File: src/hdl/vbca_pkg.sv
// package: constants and types for the voxel binning block
package vbca_pkg;

  localparam int unsigned MaxGridDim = 32;
  localparam int unsigned CountBits  = 16;
  localparam int unsigned CfgAddrW   = 3;
  localparam int unsigned CfgDataW   = 32;

  typedef enum logic [CfgAddrW-1:0] {
    RegOriginX   = 3'd0,
    RegOriginY   = 3'd1,
    RegOriginZ   = 3'd2,
    RegInvSize   = 3'd3,
    RegThreshold = 3'd4,
    RegGridX     = 3'd5,
    RegGridY     = 3'd6,
    RegGridZ     = 3'd7
  } cfg_reg_e;

  typedef enum logic {
    OpInsert = 1'b0,
    OpQuery  = 1'b1
  } opcode_e;

  typedef enum logic [3:0] {
    StClear,
    StIdle,
    StIndex,
    StCheck,
    StRead,
    StLoad,
    StWrite,
    StDivStart,
    StDivWait,
    StOut
  } state_e;

  typedef struct packed {
    logic [31:0] origin_x;
    logic [31:0] origin_y;
    logic [31:0] origin_z;
    logic [31:0] inv_voxel_size;
    logic [15:0] count_threshold;
    logic [5:0]  grid_x_size;
    logic [5:0]  grid_y_size;
    logic [5:0]  grid_z_size;
  } cfg_t;

  typedef struct packed {
    logic        opcode;
    logic [31:0] px;
    logic [31:0] py;
    logic [31:0] pz;
    logic [7:0]  red;
    logic [7:0]  green;
    logic [7:0]  blue;
    logic [4:0]  query_x;
    logic [4:0]  query_y;
    logic [4:0]  query_z;
  } in_item_t;

  typedef struct packed {
    logic [4:0]  voxel_x;
    logic [4:0]  voxel_y;
    logic [4:0]  voxel_z;
    logic        out_of_range;
    logic [15:0] point_count;
    logic        occupied;
    logic [7:0]  mean_red;
    logic [7:0]  mean_green;
    logic [7:0]  mean_blue;
  } out_item_t;

endpackage

File: src/hdl/vbca_div.sv
// module: restoring divider, three colour sums by one count, one bit per cycle
module vbca_div #(
  parameter int unsigned CountBits = vbca_pkg::CountBits
) (
  input  logic                   clk_i,
  input  logic                   rst_ni,
  input  logic                   start_i,
  input  logic [CountBits+7:0]   sum_r_i,
  input  logic [CountBits+7:0]   sum_g_i,
  input  logic [CountBits+7:0]   sum_b_i,
  input  logic [CountBits-1:0]   divisor_i,
  output logic                   busy_o,
  output logic [7:0]             quot_r_o,
  output logic [7:0]             quot_g_o,
  output logic [7:0]             quot_b_o
);
  localparam int unsigned SumW = CountBits + 8;
  localparam int unsigned CntW = $clog2(SumW + 1);

  logic [SumW-1:0]  num_q [3];
  logic [CountBits:0] rem_q [3];
  logic [CountBits-1:0] den_q;
  logic [CntW-1:0]  cnt_q;
  logic             busy_q;

  always_ff @(posedge clk_i or negedge rst_ni) begin
    if (!rst_ni) begin
      busy_q <= 1'b0;
      cnt_q  <= '0;
    end else if (start_i) begin
      busy_q <= 1'b1;
      cnt_q  <= CntW'(SumW);
    end else if (busy_q) begin
      cnt_q <= cnt_q - 1'b1;
      if (cnt_q == CntW'(1)) begin
        busy_q <= 1'b0;
      end
    end
  end

  always_ff @(posedge clk_i) begin
    if (start_i) begin
      num_q[0] <= sum_r_i;
      num_q[1] <= sum_g_i;
      num_q[2] <= sum_b_i;
      for (int i = 0; i < 3; i++) begin
        rem_q[i] <= '0;
      end
      den_q <= divisor_i;
    end else if (busy_q) begin
      for (int i = 0; i < 3; i++) begin
        logic [CountBits+1:0] trial;
        trial = {rem_q[i], num_q[i][SumW-1]} - {2'b00, den_q};
        if (!trial[CountBits+1]) begin
          rem_q[i] <= trial[CountBits:0];
          num_q[i] <= {num_q[i][SumW-2:0], 1'b1};
        end else begin
          rem_q[i] <= {rem_q[i][CountBits-1:0], num_q[i][SumW-1]};
          num_q[i] <= {num_q[i][SumW-2:0], 1'b0};
        end
      end
    end
  end

  assign busy_o   = busy_q;
  assign quot_r_o = num_q[0][7:0];
  assign quot_g_o = num_q[1][7:0];
  assign quot_b_o = num_q[2][7:0];
endmodule

File: config.mk
export PLATFORM = sky130hd
export DESIGN_NAME = vbca_div
export DESIGN_NICKNAME = d
export VERILOG_FILES = /design/src/hdl/vbca_pkg.sv /design/src/hdl/vbca_div.sv
export SDC_FILE = /design/constraint.sdc
export NUM_CORES = 1
export LEC_CHECK = 0
export BUFFER_PORTS_ARGS = -buffer_cell sky130_fd_sc_hd__buf_2
export CELL_PAD_IN_SITES_DETAIL_PLACEMENT = 1
export CELL_PAD_IN_SITES_GLOBAL_PLACEMENT = 2
export CORE_MARGIN = 3
export CORE_UTILIZATION = 37
export DETAILED_ROUTE_END_ITERATION = 10
export GPL_TIMING_DRIVEN = 0
export MAX_ROUTING_LAYER = met4
export PLACE_DENSITY_LB_ADDON = 0.15
export SYNTH_ARGS = -nofsm -noshare
export SYNTH_HDL_FRONTEND = slang
export SYNTH_SLANG_ARGS = --single-unit
File: constraint.sdc
create_clock -name clk_i -period 4.1 [get_ports clk_i]
set_input_delay 0.205 -clock clk_i [delete_from_list [all_inputs] [get_ports clk_i]]
set_output_delay 0.205 -clock clk_i [all_outputs]
set_load 0.005 [all_outputs]
# --- Word level (Yosys, flattened, before mapping) ---
# Memory sizes are Yosys's and may differ from the RTL's.
# Cells that the tools add are included.
op_classes:
  add_sub_neg: 4
  eq_ne: 1
  n_mux: 43
  bitwise_logic: 12
  reduce_logical: 1
ops:
  columns: ["op", "count"]
  rows:
  - ["2-to-1 mux 24 bit", 6]
  - ["2-to-1 mux 17 bit", 6]
  - ["subtractor 18 x 16 -> 18 bit", 3]
  - ["2-to-1 mux 1 bit", 29]
  - ["OR 1 bit", 12]
  - ["2-to-1 mux 5 bit", 2]
  - ["equality test 5 x 1 -> 1 bit (second input constant)", 1]
  - ["subtractor 5 x 1 -> 5 bit (second input constant)", 1]
  - ["nonzero test 2 bit", 1]
word_totals:
  regBits: 22
  ramBits: 123
  inputBits: 91
  output_inout_bits: 25
  word_cells: 66
  memories: 2
mem_list:
  columns: ["memory", "words", "width", "read_ports", "rd_ports_with_merged_regs", "wr", "line", "source"]
  rows:
  - ["num_q", 3, 24, 3, 0, 3, "vbca_div.sv:20", "logic [SumW-1:0] num_q [3];"]
  - ["rem_q", 3, 17, 3, 0, 3, "vbca_div.sv:21", "logic [CountBits:0] rem_q [3];"]

# --- Logic depth before layout (Yosys ltp) ---
logic_depth:
  word_depth: 7
  ltp_mapped: 12
  ltp_nobuf: 12

# --- Worst setup path before layout ---
# OpenSTA, ideal clock, no wires.
synth_path:
  path_type: "flip-flop to flip-flop"
  start: "reg den_q[1]"
  end: "mem rem_q[1][16] in the netlist's numbering (data pin)"
  setup_time_ns: 0.147
  arrival_time_ns: 2.807
  required_ns: 3.953
  setup_slack_ns: 1.146
  path_stages_with_launch: 12
  path_buffers: 1
  period_less_slack_ns: 2.954
  cell_sequence: "edfxtp_1 -> inv_1 -> ha_1 -> nor2b_1 -> o31a_1 -> a211o_1 -> o211ai_2 -> a311oi_2 -> o21a_1 -> buf_2 -> or4_1 -> a21oi_1"
synth_lines:
  columns: ["element", "line", "source"]
  rows:
  - ["start: declaration", "vbca_div.sv:22", "logic [CountBits-1:0] den_q;"]
  - ["start signal: assignment", "vbca_div.sv:49", "den_q <= divisor_i;"]
  - ["end: declaration", "vbca_div.sv:21", null]

==> impl_metrics.toml <==
[setup_path]
end_kind = "register"
critPathKind = "reg2reg"
r2r_start = "den_q[1]$_DFFE_PP_"
cp.required_ns = 4.37
path_max_fanout = 10
cpPeakStageDelay_ns = 0.48
critPathSlowestCell = "edfxtp_1"
startpoint = "den_q[1]$_DFFE_PP_"
start_kind = "register"
worst_ep_arrival_time_ns = 3.88
worstPathCellList = "inv_1 > ha_1 > nor2b_1 > o31a_1 > a211o_1 > o211ai_2 > a311oi_2 > nor3_1 > buf_2 > clkbuf_1 > o21ai_0 > a21oi_1"

[finish]
area_growth_pct = 20.7
num_antenna_cells = 0
num-nets-final = 1171
final_layout_size_suffix_gt1_share_pct = 18.1
fin_area_mm2 = 0.0105
final_util_pct = 45.8
layout.cells.non_filler = 1353

[cts]
clkSinkCount = 145
post_cts_buffers = 0
cts_root_buf = "clkbuf_16"
cts.clk_slew.worst_paths_ns = 0.07
numCtsBuffers = 17
cts_tree = "done"
clockBufferDepth = 2
htree_levels = 4
clk_latency_ns = 0.43

[yosys]
async_flop_share_pct = 4.14
synth-seq-area-share_pct = 49.7
synth_area_mm2 = 0.00867
ys_warn_count = 0
yosys.area.top_type_share_pct = 47.8
synthTopCellsByCount = "nand2_1 (190), edfxtp_1 (138), a21oi_1 (61)"
ys_types = 58
synth_edf_count = 138
syn-instance-count = 874
synth_top_area_cell = "edfxtp_1"
ys.flop_type = "edfxtp_1"
synth_area_leaders = "edfxtp_1 (48%), nand2_1 (8.2%), ha_1 (7.2%)"
synth_seq_cells = 145
synth.most_common_cell = "nand2_1"
syn-num-nets = 1018
avgSynthCellArea_um2 = 9.92

[run]
maxCapViolations = 0

[drt]
wl_per_cell_um = 16.9
vias_per_cell = 5.07
ant_nets = 0
top_layer_used = "met4"
routed_wl_um = 22800
drt_iter0_drc = 338
wirelength_met1_um = 11000
drtPass1Iterations = 5
dr_wl_met2_um = 10700
via_count = 6858
drc = 0
wl_met3_um = 898

[placement]
post-place-ws_ns = 0.301
place_area_mm2 = 0.00967
io_buffers = 115
hpwl_um = 16600
place.gp.congestion = 0.794
placed_cells = 1303

[power]
power_mw = 6.55
pwr_density_cell_mw_per_mm2 = 626
peakVddDrop_uv = 254
total_leakage_power_nw = 4.73

[min_path]
holdCritPathClass = "in2reg"
worstHoldStart = "sum_g_i[6]"

[global_route]
grt_max_degree = 63
grt_pass1_wl_um = 37000
grt_pass1_vias = 7127
antenna_found_initial = 0
grtUsageTotal_pct = 18.7
gr-total-overflow = 0

[die]
die_w_um = 159
io_pins = 116
core.rowCount = 55
start_util_pct = 38.0
fp.dieH_um = 159
core_area_mm2 = 0.0228
die-area_mm2 = 0.0253

[status]
outcome = "complete, no violations"

[sta]
finalCritPeriodShare_pct = 88.1
hold_slack_ns = 0.0387
finalSetupViolCount = 0
finalSetupTns_ns = 0
tightestPinTransition_ns = 0.962
slew_headroom_pct = 35.4
rsz0062_at_grt = "no"
fin_skew_ns = 0.0114
fmax_mhz = 277
layout_setup_ws_ns = 0.486
hold_violations = 0
slew_viol_final = 0
period_needed_ns = 3.61
## report_power, final
part	internal, mW	switching, mW	leakage [nW]
clock	0.931	0.713	0.304
combinational	1.16	1.54	2.80
sequential	2.03	0.183	1.62
total	4.12	2.44	4.73
## path summary, 6_finish.rpt
| check | end | slack (ns) | depth (start not counted) |
|---|---|---|---|
| setup / recovery | rem_q[1][10]$_SDFFCE_PP0P_ | 0.49 | 12 |
| hold / removal | num_q[1][6]$_DFFE_PP_ | 0.04 | 3 |
| setup reg to reg | rem_q[1][10]$_SDFFCE_PP0P_ | 0.49 | 12 |
| hold reg to reg | num_q[1][21]$_DFFE_PP_ | 0.51 | 2 |
| max in group asynchronous | cnt_q[0]$_DFFE_PN0P_ | 3.80 | 2 |
| min in group asynchronous | busy_o$_DFF_PN0_ | 0.14 | 2 |
## sequential cells by signal, indices dropped and copies added, names as in the netlist
| name | flops |
|---|---|
| busy_o | 1 |
| cnt_q | 5 |
| den_q | 16 |
| num_q | 72 |
| rem_q | 51 |
## cell usage in the layout, fill, tap and decap left out, types with 13 or more instances in the layout
cell / instances
nor2_1: 48
nand3_1: 17
mux2i_1: 13
clkbuf_1: 30
dlygate4sd3_1: 18
inv_1: 38
edfxtp_1: 138
xnor2_1: 27
a21o_1: 16
buf_4: 24
buf_2: 119
ha_1: 50
a22o_1: 22
a21oi_1: 61
clkbuf_16: 17
o21ai_0: 40
nand2_1: 190
nor3_1: 14
## repair_timing
action,in CTS,in global routing
hold buffers,18,0
setup endpoints to repair,0,10
endpoints found under the hold margin,23,0
resized for setup,0,1
## final cells by class
| cell class | instances | area, um2 |
|---|---|---|
| flip-flops and latches | 145 | 4310 |
| inverters | 38 | 143 |
| repair buffers | 134 | 783 |
| clock buffers | 17 | 425 |
| multi-input cells | 632 | 3910 |
| clock inverters | 15 | 188 |
| plain buffers | 59 | 317 |
| well taps | 313 | 392 |
| fillers | 2657 | 12400 |
## metal layers
| layer | vias up | track usage, % |
|---|---|---|
| li1 | 3437 | - |
| met1 | 3299 | 24.8 |
| met2 | 114 | 30.1 |
| met3 | 8 | 3.69 |
| met4 | 0 | 4.06 |
| met5 | - | - |
## critical path, delay by kind of cell, from the launching register on
kind	cells	cell delay, ns
flops	1	0.48
simple gates	2	0.44
compound gates	6	1.36
buf+inv	3	0.93
fa+ha+maj	1	0.26
## logic make-up after synthesis
| kind of cell | Yosys count | synth area share, % |
|---|---|---|
| and+or+nand+nor | 325 | 16.4 |
| AOI/OAI and AO/OA | 202 | 15.2 |
| muxes | 14 | 1.63 |
| xor gates and xnor gates | 38 | 3.84 |
| buffers and inverters | 97 | 5.29 |
| DFF | 145 | 49.7 |
| adders and majority gates | 53 | 7.91 |
Note: power is estimated with default switching activity, not from simulation.
